--- src/rtl/core/stlm_ram.sv ---
module stlm_ram #(
    parameter int WIDTH = 8,
    parameter int DEPTH = 256
) (
    input  logic                     clk,
    input  logic                     we,
    input  logic [$clog2(DEPTH)-1:0] waddr,
    input  logic [WIDTH-1:0]         wdata,
    input  logic                     re,
    input  logic [$clog2(DEPTH)-1:0] raddr,
    output logic [WIDTH-1:0]         rdata
);

    logic [WIDTH-1:0] mem [DEPTH];

    // Read returns the old contents when the same row is written in the same cycle.
    always_ff @(posedge clk) begin
        if (we) begin
            mem[waddr] <= wdata;
        end
        if (re) begin
            rdata <= mem[raddr];
        end
    end

endmodule

--- config.mk ---
export PLATFORM = sky130hd
export DESIGN_NAME = stlm_ram
export DESIGN_NICKNAME = d
export VERILOG_FILES = /design/src/rtl/core/stlm_ram.sv
export SDC_FILE = /design/constraint.sdc
export NUM_CORES = 2
export LEC_CHECK = 0
export BUFFER_PORTS_ARGS = -buffer_cell sky130_fd_sc_hd__buf_2
export CAP_MARGIN = 5
export CORE_UTILIZATION = 55
export CTS_CLUSTER_SIZE = 8
export DETAILED_ROUTE_END_ITERATION = 12
export PLACE_DENSITY_LB_ADDON = 0.12
export SYNTH_ARGS = -nofsm -noshare
export SYNTH_HDL_FRONTEND = slang
export SYNTH_SLANG_ARGS = --single-unit
--- constraint.sdc ---
create_clock -name clk -period 2.69 [get_ports clk]
set_input_delay 0 -clock clk [delete_from_list [all_inputs] [get_ports clk]]
set_output_delay 0 -clock clk [all_outputs]
set_load 0.1 [all_outputs]
==> flow_summary.yaml <==
worst_setup_path:
  worstPathArrival_ns: 3.31
  crit_type: "register to register"
  worst-path-max-fanout: 1
  crit_path_start_kind: "register"
  endpoint_kind: "register"
  cp_data_required_time_ns: 3.33
placement:
  port_buffers: 34
  hpwlAfterDp_mm: 130
  placed_area_um2: 85900
  gp_congestion: 0.898
cts:
  numCtsBuffers: 307
  clock_latency_ns: 0.90
  cts_setup_buffers: 0
  path_clk_slew_ns: 0.05
  cts_root_buffer: "clkbuf_16"
  htree_levels: 5
  clockBufferDepth: 4
  cts_sinks: 2056
  cts_tree: "done"
detailed_routing:
  totalWireLength_mm: 204
  drcViolationCount: 4
  firstDrtPassIters: 10
  vias_per_cell: 6.51
  num_vias: 41200
  antenna_left: 0
  post_drt_wl_per_cell_um: 32.2
  drt_iter0_drc: 4767
timing:
  timing.final.crit_share_pct: 99.1
  fmax_mhz: 375
  min_period_ns: 2.67
  clock_skew_ns: 0.0534
  worst_pin_slew_ns: 1.08
  slew_headroom_pct: 28.0
  final-hold-violation-count: 0
  fin_tns_setup_ns: 0
  rsz0062_at_grt: "no"
  finalMaxSlewViolations: 0
  finalHoldWorstSlack_ns: 0.0924
  finalSetupViolCount: 0
yosys:
  yosysWarnings: 0
  postSynthAreaPerCell_um2: 21.3
  ys_seq_area_share_pct: 77.5
  yosysTopAreaCell: "edfxtp_1"
  synthTopCellsByCount: "edfxtp_1 (2056), mux4_2 (454), nor2_1 (282)"
  ys_seq_elements: 2056
  ys_top_cells_by_area: "edfxtp_1 (78%), mux4_2 (13%), mux2i_1 (1.7%)"
  ys_async_sr_fraction_pct: 0
  syn_area_um2: 79600
  synth_edf_count: 2056
  synth_top_area_share_pct: 77.5
  ys_types: 54
  synth_nets: 3760
  synthMostInstantiatedCell: "edfxtp_1"
  syn-instance-count: 3733
  synthFlopType: "edfxtp_1"
floorplan:
  core_area_um2: 144000
  start_util_pct: 55.4
  die_h_um: 383
  die_w_um: 383
  design.portCount: 35
  rows: 139
  die_area_um2: 146000
worst_hold_path:
  hp-class: "input pin to register"
grt:
  track_usage_pct: 28.5
  grt_pass1_wl_mm: 296
  grt_pass1_vias: 42400
  antenna_found_initial: 7
  grt_start_max_net_pins: 109
  grt-ovfl-total: 0
cells_and_area:
  design_area_um2: 94000
  n_fill_cell: 9378
  drive_gt1_share_pct: 31.4
  final_util_pct: 65.4
  final_nets: 4445
  areaGrowthSynthToFinish_pct: 18.0
status:
  violations: "DRC"
  status: "finished with violations"
power_and_ir_drop:
  vdd_drop_max_mv: 0.712
  power_density_nw_per_um2: 762
  p_leak_uw: 0.0306
job:
  cap_violations: 0
## metal layers
| layer | wire, µm | vias to the layer above | share of wire (%) | GRT usage, % |
|---|---|---|---|---|
| li1 | - | 16900 | - | - |
| met4 | 6620 | 2 | 3.2 | 9.65 |
| met3 | 18500 | 387 | 9.0 | 5.39 |
| met2 | 99300 | 2170 | 49 | 45.3 |
| met1 | 79900 | 21700 | 39 | 40.0 |
| met5 | 7 | - | 0.0034 | 0 |
## worst paths after layout
path                            cells past startpoint        to  slack, ns       start
worst max-delay path                                8  rdata[5]       0.02  mem[27][5]
worst min-delay path                                2  rdata[0]       0.09          re
worst max register to register                      8  rdata[5]       0.02  mem[27][5]
worst min register to register                      7  rdata[0]       1.16  mem[54][0]
## worst max-delay path, cell delays in order (launching register included)
cell      delay, ns
edfxtp_1       0.36
mux4_2         0.47
a22o_1         0.24
a221oi_1       0.27
buf_4          0.19
o221ai_1       0.19
a211oi_1       0.46
buf_4          0.19
nor4_1         0.03
## state kept, by name, summed over array words and instances, names as in the netlist
register and flops:
mem 2048, rdata 8
## placed cells by master, fill, tap and decap left out, types with 6 or more instances in the layout
cell type      Yosys  routed
edfxtp_1        2056    2056
buf_4             27     493
mux4_2           454     454
clkbuf_16          0     314
nor2_1           282     279
mux2i_1          134     134
a22oi_1          133     133
a21oi_1           96      96
buf_12             8      65
o221ai_1          46      46
nand3_1           34      34
nand2_1           33      33
o22ai_1           28      28
nor2b_1           31      28
buf_2             31      22
nor4_1            24      21
nor3_1            22      19
dlygate4sd3_1      0      19
a211oi_1          16      15
a221oi_1          13      13
nand4_1           10      10
o211ai_1          10      10
o21ai_0           10       9
nand2b_1           8       8
a22o_1             8       8
clkbuf_8           0       8
and2_1             6       6
nor4_2             3       6
## repair_timing
action                                  4_1_cts  5_1_grt
hold buffers                                 19        0
gates resized for setup                       5        1
endpoints found under the setup margin        4        1
hold endpoints to repair                   1761        0
## through the flow
| stage | std cells | worst slack [ns] | total power, µW |
|---|---|---|---|
| after floorplan | 3733 | 0.614 | 37900 |
| after global placement | 5993 | -0.606 | 39600 |
| after detailed placement | 5993 | -0.600 | 39700 |
| after CTS | 6332 | 0.0194 | 72100 |
| after global routing | 6332 | 0.00432 | 73400 |
| final | 6337 | 0.0241 | 71600 |
## cell families (layout without fill, tap and decap cells)
group / Yosys count / in the layout / share of synthesized area (%)
compound gates: 385 / 385 / 3.42
buf+inv: 235 / 931 / 1.83
flops: 2056 / 2056 / 77.5
mux: 591 / 591 / 14.6
other cells: 0 / 5 / 0
simple gates: 466 / 466 / 2.63
## power by group
part,internal [µW],switching [µW],total (µW)
combinational,1370,2290,3650
sequential,35400,34.0,35500
clock,20300,12200,32500
## layout make-up
type	count	area, µm²	share of cell area (%)
flip-flops and latches	2056	61700	65.7
well taps	1903	2380	2.53
diodes	5	12.5	0.0133
clock inverters	6	55.1	0.0586
clock buffers	314	7860	8.36
multi-input cells	1442	16500	17.6
inverters	2	7.51	0.00799
repair buffers	609	5440	5.79
No activity file was read; power rests on OpenSTA's default activity.
