### src/rtl/core/stlm_pkg.sv
package stlm_pkg;

    // Address space and access limits.
    localparam int ADDR_BITS        = 16;
    localparam int MAX_ACCESS_BYTES = 64;
    localparam int SIZE_W           = 7;
    localparam int COUNT_W          = 32;

    // A tag holds an access size, so it is as wide as the size field.
    localparam int TAG_W = SIZE_W;

    // One memory row holds the tags of one aligned line. The line is the
    // smallest power of two that holds the largest access, so an aligned
    // access never crosses a row.
    localparam int OFF_BITS   = $clog2(MAX_ACCESS_BYTES);
    localparam int LINE_BYTES = 1 << OFF_BITS;
    localparam int LINE_BITS  = ADDR_BITS - OFF_BITS;
    localparam int LINE_DEPTH = 1 << LINE_BITS;
    localparam int LINE_W     = LINE_BYTES * TAG_W;

    // Stream payload widths, rounded up to whole bytes.
    localparam int S_DATA_W = ((ADDR_BITS + SIZE_W + 7) / 8) * 8;
    localparam int M_FIELDS = 1 + 2 * COUNT_W;
    localparam int M_DATA_W = ((M_FIELDS + 7) / 8) * 8;

    // Request kinds carried on s_tuser.
    localparam logic REQ_READ  = 1'b0;
    localparam logic REQ_WRITE = 1'b1;

    // Outcome of one access against its tag row.
    typedef struct packed {
        logic matched;
        logic wr_en;
    } stlm_status_t;

endpackage

### src/rtl/core/stlm_line_unit.sv
module stlm_line_unit
    import stlm_pkg::*;
(
    input  logic [LINE_W-1:0]   line_in,
    input  logic [OFF_BITS-1:0] offset,
    input  logic [SIZE_W-1:0]   size,
    input  logic                is_write,
    output logic [LINE_W-1:0]   line_out,
    output stlm_status_t        status
);

    localparam int SUM_W = SIZE_W + 2;

    logic [SUM_W-1:0] lo;
    logic [SUM_W-1:0] hi;
    logic             oversize;
    logic             all_equal;
    logic [LINE_BYTES-1:0] covered;

    assign lo       = SUM_W'(offset);
    assign hi       = SUM_W'(offset) + SUM_W'(size);
    assign oversize = (SUM_W'(size) > SUM_W'(MAX_ACCESS_BYTES));

    // Each byte lane checks and rewrites its own tag.
    always_comb begin
        all_equal = 1'b1;
        line_out  = line_in;
        for (int j = 0; j < LINE_BYTES; j++) begin
            covered[j] = (SUM_W'(j) >= lo) && (SUM_W'(j) < hi);
            if (covered[j] && (line_in[j*TAG_W +: TAG_W] != size)) begin
                all_equal = 1'b0;
            end
            if (covered[j]) begin
                line_out[j*TAG_W +: TAG_W] = size;
            end
        end
    end

    // A zero size covers nothing: a read matches, a write changes nothing.
    assign status.matched = !oversize && all_equal;
    assign status.wr_en   = is_write && !oversize && (size != '0);

endmodule

### config.mk
export PLATFORM = sky130hd
export DESIGN_NAME = stlm_line_unit
export DESIGN_NICKNAME = d
export VERILOG_FILES = /design/src/rtl/core/stlm_pkg.sv /design/src/rtl/core/stlm_line_unit.sv
export SDC_FILE = /design/constraint.sdc
export NUM_CORES = 1
export LEC_CHECK = 0
export BUFFER_PORTS_ARGS = -buffer_cell sky130_fd_sc_hd__buf_2
export CORE_AREA = 2 2 360 362
export DETAILED_ROUTE_END_ITERATION = 12
export DIE_AREA = 0 0 362 364
export GPL_TIMING_DRIVEN = 1
export PLACE_DENSITY = 0.38
export SYNTH_ARGS = -nofsm -noshare
export SYNTH_HDL_FRONTEND = slang
export SYNTH_SLANG_ARGS = --single-unit
### constraint.sdc
create_clock -name vclk -period 8.83
set_input_delay 0.4415 -clock vclk [all_inputs]
set_output_delay 0.4415 -clock vclk [all_outputs]
set_load 0.01 [all_outputs]
==> reports/metrics.yaml, run 1 <==
run_status:
  status: "finished clean"
synthesis:
  netlist_instances: 1608
  post_synth_main_area_contributors: "mux2_2, xnor2_1, xor2_1"
  syn-num-nets: 2077
  synth_top_area_cell: "mux2_2"
  synth_area_per_cell_um2: 7.99
  synth_sequential_area_ratio_pct: 0
  synth-warning-count: 0
  yosysUniqueCellTypes: 77
  post-synth-top-area-fraction_pct: 34.8
  mappedNetlistArea_um2: 12800
placed_design:
  finalWeightedCongestion: 0.903
  placement.io_buffers: 912
  dp.cells: 4090
  hpwl_um: 104000
global_route:
  antenna_found_initial: 71
  met2_global_route_usage_pct: 28.8
  use_met3_pct: 2.83
  gr-usage-met1_pct: 22.7
  grt_most_used_layer: "met2"
  grt_pass1_wl_um: 154000
  globalRouteOverflowTotal: 0
  first_global_vias: 16300
  grt_use_total_pct: 17.0
  grt_start_max_net_pins: 63
timing:
  worst-slew-pin-transition_ns: 1.28
  grt_setup_unrepaired: "no"
  final-max-slew-violation-count: 0
  timing.final.setup_violations: 0
  final.period_utilization_pct: 68.0
  timing.hold.ws_ns: 1.20
  setup-tns-final_ns: 0
  layout_min_cycle_time_ns: 6.00
  hold_violations: 0
  achievable-frequency_ghz: 0.167
  relSlewSlack_pct: 14.4
die:
  row_count: 132
  top_level_ports: 912
  floorplan.die_area_um2: 132000
  die_w_um: 362
  core-area_um2: 128000
  die_h_um: 364
  starting_density_of_the_core_pct: 10.0
critical_path:
  crit_path_end: "status[1]"
  worstPathMaxFanout: 19
  worstSetupPathType: "in2out"
  startpoint_type: "input pin"
  arrival_ns: 5.56
  crit_start: "size[0]"
  timing.critical_path.required_ns: 8.39
  crit_path_end_kind: "primary output"
power_and_ir_drop:
  static-leakage-power_nw: 7.93
  powerDensity_nw_per_um2: 88.9
  vdd.ir_drop.worst_uv: 29.1
detailed_routing:
  via_per_inst: 4.07
  via_count: 16700
  totalWireLength_um: 120000
  final_routed_wire_length_divided_by_cell_count_um: 29.3
  detail_route.drc_violations: 0
  drtAntennaViolNets: 0
  drt-pass1-iter-count: 7
  detail_route.iter0.violations: 1405
clock_tree:
  post-cts-setup-buffer-count: 0
  hold_buffers: 0
  cts_repair_resize_count: 0
final_layout:
  final_layout_size_suffix_gt1_share_pct: 58.2
  commonest_cells_after_routing_fill_and_taps_aside: "buf_2, mux2_2, xnor2_1, xor2_1, nand2_1"
  final_nets: 2886
  sequential_cell_area_um2: 0
  layout-area-overhead-vs-synth_pct: 50.6
  n_clock_buffer: 0
  final.fill_count: 14900
  leading_cell_type_in_the_layout_fill_and_taps_excluded: "buf_2"
  nFlopsAndLatches: 0
  post_layout_nonfiller_instances: 4102
job:
  cap_violations: 0
hold_path:
  hold_path_class: "in2out"
==> per-layer routing <==
metal | vias up | routed length, um
met5 | - | 310
met3 | 152 | 8160
met1 | 8204 | 51300
met4 | 54 | 2860
met2 | 813 | 57500
li1 | 7491 | -
==> area by class of cell <==
cell class	instances	area, um^2	share of cell area [%]
multi-input cells	1455	12300	63.4
repair buffers	954	4940	25.5
well taps	1675	2100	10.8
diodes	12	30.0	0.155
inverters	6	22.5	0.116
==> synth_stat cells (all sizes together), types with 9 or more instances <==
cell	number
a211oi	19
a21oi	35
a41oi	11
buf	68
clkbuf	79
mux2	397
nand2	98
nand3	25
nand4	56
nor2	46
nor3	13
nor4	54
o21ai	104
o22ai	9
o41ai	12
xnor2	238
xor2	215
==> logic make-up after synthesis <==
| logic type | count (synthesis) | share of synthesized area [%] |
|---|---|---|
| AOI/OAI and AO/OA | 273 | 15.5 |
| xor gates and xnor gates | 453 | 30.9 |
| adders and majority gates | 7 | 0.740 |
| buffers and inverters | 153 | 5.05 |
| muxes | 397 | 34.8 |
| and+or+nand+nor | 325 | 13.0 |
==> critical path: stages <==
cell,delay [ns]
buf_6,0.17
ha_1,0.27
fa_1,0.55
xor2_1,0.33
o22ai_1,0.43
nor2_1,0.20
nor2_1,0.52
a211oi_2,0.41
a22oi_1,0.85
o221ai_1,0.28
nor4_1,0.59
and4b_1,0.32
buf_2,0.14
==> worst min-delay path by stage <==
stage,slack [ns],to,cells past startpoint,from
6_report,1.20,line_out[342],4,line_in[342]
5_1_grt,1.22,line_out[342],4,line_in[342]
2_1_floorplan,0.99,line_out[441],2,line_in[441]
3_5_place_dp,1.20,line_out[342],4,line_in[342]
4_1_cts,1.20,line_out[342],4,line_in[342]
3_3_place_gp,1.21,line_out[139],4,line_in[139]
==> metrics by stage <==
stage                     total power, W  utilization [%]  setup slack, ns  area (um^2)
after floorplan                 0.000915                -             4.96        12800
after global placement           0.00174             15.0             2.91        19300
after detailed placement         0.00173             15.0             2.88        19300
after CTS                        0.00174             15.0             2.84        19300
after global routing             0.00183             15.1             2.54        19300
final                            0.00172             15.1             2.83        19300
==> power breakdown <==
part               internal, W  switching (W)
registers                    0              0
clock network  0.0000000000635              0
logic                 0.000671        0.00105
total                 0.000671        0.00105
Power figures use the tool's default switching activity.
==> run 2: changes to the inputs <==
Settings changed: CORE_AREA 2 2 360 362 to 2 2 351 353, DIE_AREA 0 0 362 364 to 0 0 353 355, PLACE_DENSITY 0.38 to 0.39.
Clock period 8.83 ns to 5.8 ns, I/O delays scaled along.
==> run 2 against run 1 <==
Worst setup slack got worse by 2.6 ns; design area rose by 1.2%; critical endpoint unchanged; hold slack got worse by 0.30 ns; core utilization rose by 1.1 points; critical path type unchanged; non-clock buffer count rose by 38; die area fell by 4.9%; global-route usage rose by 1.4 points; wire length rose by 2.9%; sequential cell count did not move; critical path depth rose by 3.
==> reports/metrics.yaml, run 2 (synthesis results as in run 1) <==
placed_design:
  finalWeightedCongestion: 0.990
  placement.io_buffers: 912
  detailed_place.area_um2: 19500
  dp.cells: 4078
  hpwl_um: 106000
die:
  starting_density_of_the_core_pct: 10.6
  top_level_ports: 912
  row_count: 128
  core-area_um2: 121000
  die_w_um: 353
  die_h_um: 355
  floorplan.die_area_um2: 125000
final_layout:
  leading_cell_type_in_the_layout_fill_and_taps_excluded: "buf_2"
  final_nets: 2924
  nFlopsAndLatches: 0
  n_clock_buffer: 0
  footprint_of_the_multi_input_gates_um2: 12200
  commonest_cells_after_routing_fill_and_taps_aside: "buf_2, mux2_2, xnor2_1, xor2_1, nand2_1"
  post_layout_nonfiller_instances: 4089
  final.fill_count: 14200
  final_layout_size_suffix_gt1_share_pct: 58.7
  sequential_cell_area_um2: 0
  finish.instance_area_um2: 19600
  layout-area-overhead-vs-synth_pct: 52.4
detailed_routing:
  drtAntennaViolNets: 0
  via_per_inst: 4.14
  via_count: 16900
  totalWireLength_um: 124000
  detail_route.iter0.violations: 1375
  drt-pass1-iter-count: 5
  final_routed_wire_length_divided_by_cell_count_um: 30.2
  detail_route.drc_violations: 0
global_route:
  grt_use_total_pct: 18.5
  antenna_found_initial: 40
  grt_pass1_wl_um: 159000
  first_global_vias: 16700
  grt_start_max_net_pins: 86
  globalRouteOverflowTotal: 0
timing:
  final.period_utilization_pct: 96.4
  setup-tns-final_ns: 0
  timing.final.setup_violations: 0
  final-max-slew-violation-count: 0
  achievable-frequency_ghz: 0.179
  relSlewSlack_pct: 12.0
  worst-slew-pin-transition_ns: 1.31
  grt_setup_unrepaired: "no"
  hold_violations: 0
  layout_min_cycle_time_ns: 5.59
critical_path:
  worstSetupPathType: "in2out"
  crit_path_end_kind: "primary output"
  worstPathMaxFanout: 11
  startpoint_type: "input pin"
  timing.critical_path.required_ns: 5.51
  arrival_ns: 5.30
hold_path:
  hold_path_class: "in2out"
run_status:
  status: "finished clean"
job:
  cap_violations: 0
clock_tree:
  hold_buffers: 0
run 2: cell types whose count changed in the layout (fill, tap and decap cells not counted), sizes merged:
cell | previous run | this run
buf | 954 | 992
diode | 12 | 11
run 2: per-layer routing:
layer / routed length [um] / global-route usage (%) / vias up
li1: - / - / 7575
met3: 7860 / 3.54 / 138
met1: 53100 / 23.8 / 8441
met5: 245 / 0 / -
met4: 2770 / 3.37 / 38
met2: 59600 / 32.0 / 727
run 2: worst paths after layout:
check             slack (ns)       endpoint    startpoint  cells after the start
setup / recovery        0.21      status[1]     offset[0]                     16
hold / removal          0.90  line_out[139]  line_in[139]                      4
run 2: critical path, stage by stage:
cell,delay (ns)
buf_2,0.19
ha_1,0.29
fa_1,0.55
xor2_1,0.20
buf_4,0.21
o22ai_1,0.46
nor2_1,0.28
nor2_1,0.57
a211oi_2,0.16
buf_4,0.22
a22oi_2,0.37
o221ai_1,0.27
nor4_1,0.61
buf_4,0.21
and4b_1,0.23
buf_2,0.14
run 2: area by class of cell:
type               instances  share of cell area (%)
multi-input cells       1455                    62.5
well taps               1625                    10.4
inverters                  6                   0.115
repair buffers           992                    26.9
diodes                    11                   0.141
run 2: through the flow:
stage	hold WS (ns)	worst slack [ns]	util (%)
floorplan	0.691	2.23	-
global placement	0.901	0.110	16.1
detailed placement	0.900	0.0785	16.1
CTS	0.904	0.0823	16.1
global route	0.924	0.0644	16.1
finish	0.904	0.210	16.1
run 2: what timing repair did:
item,CTS,global route
setup buffers,0,0
gates resized for setup,0,1
endpoints found under the setup margin,0,1
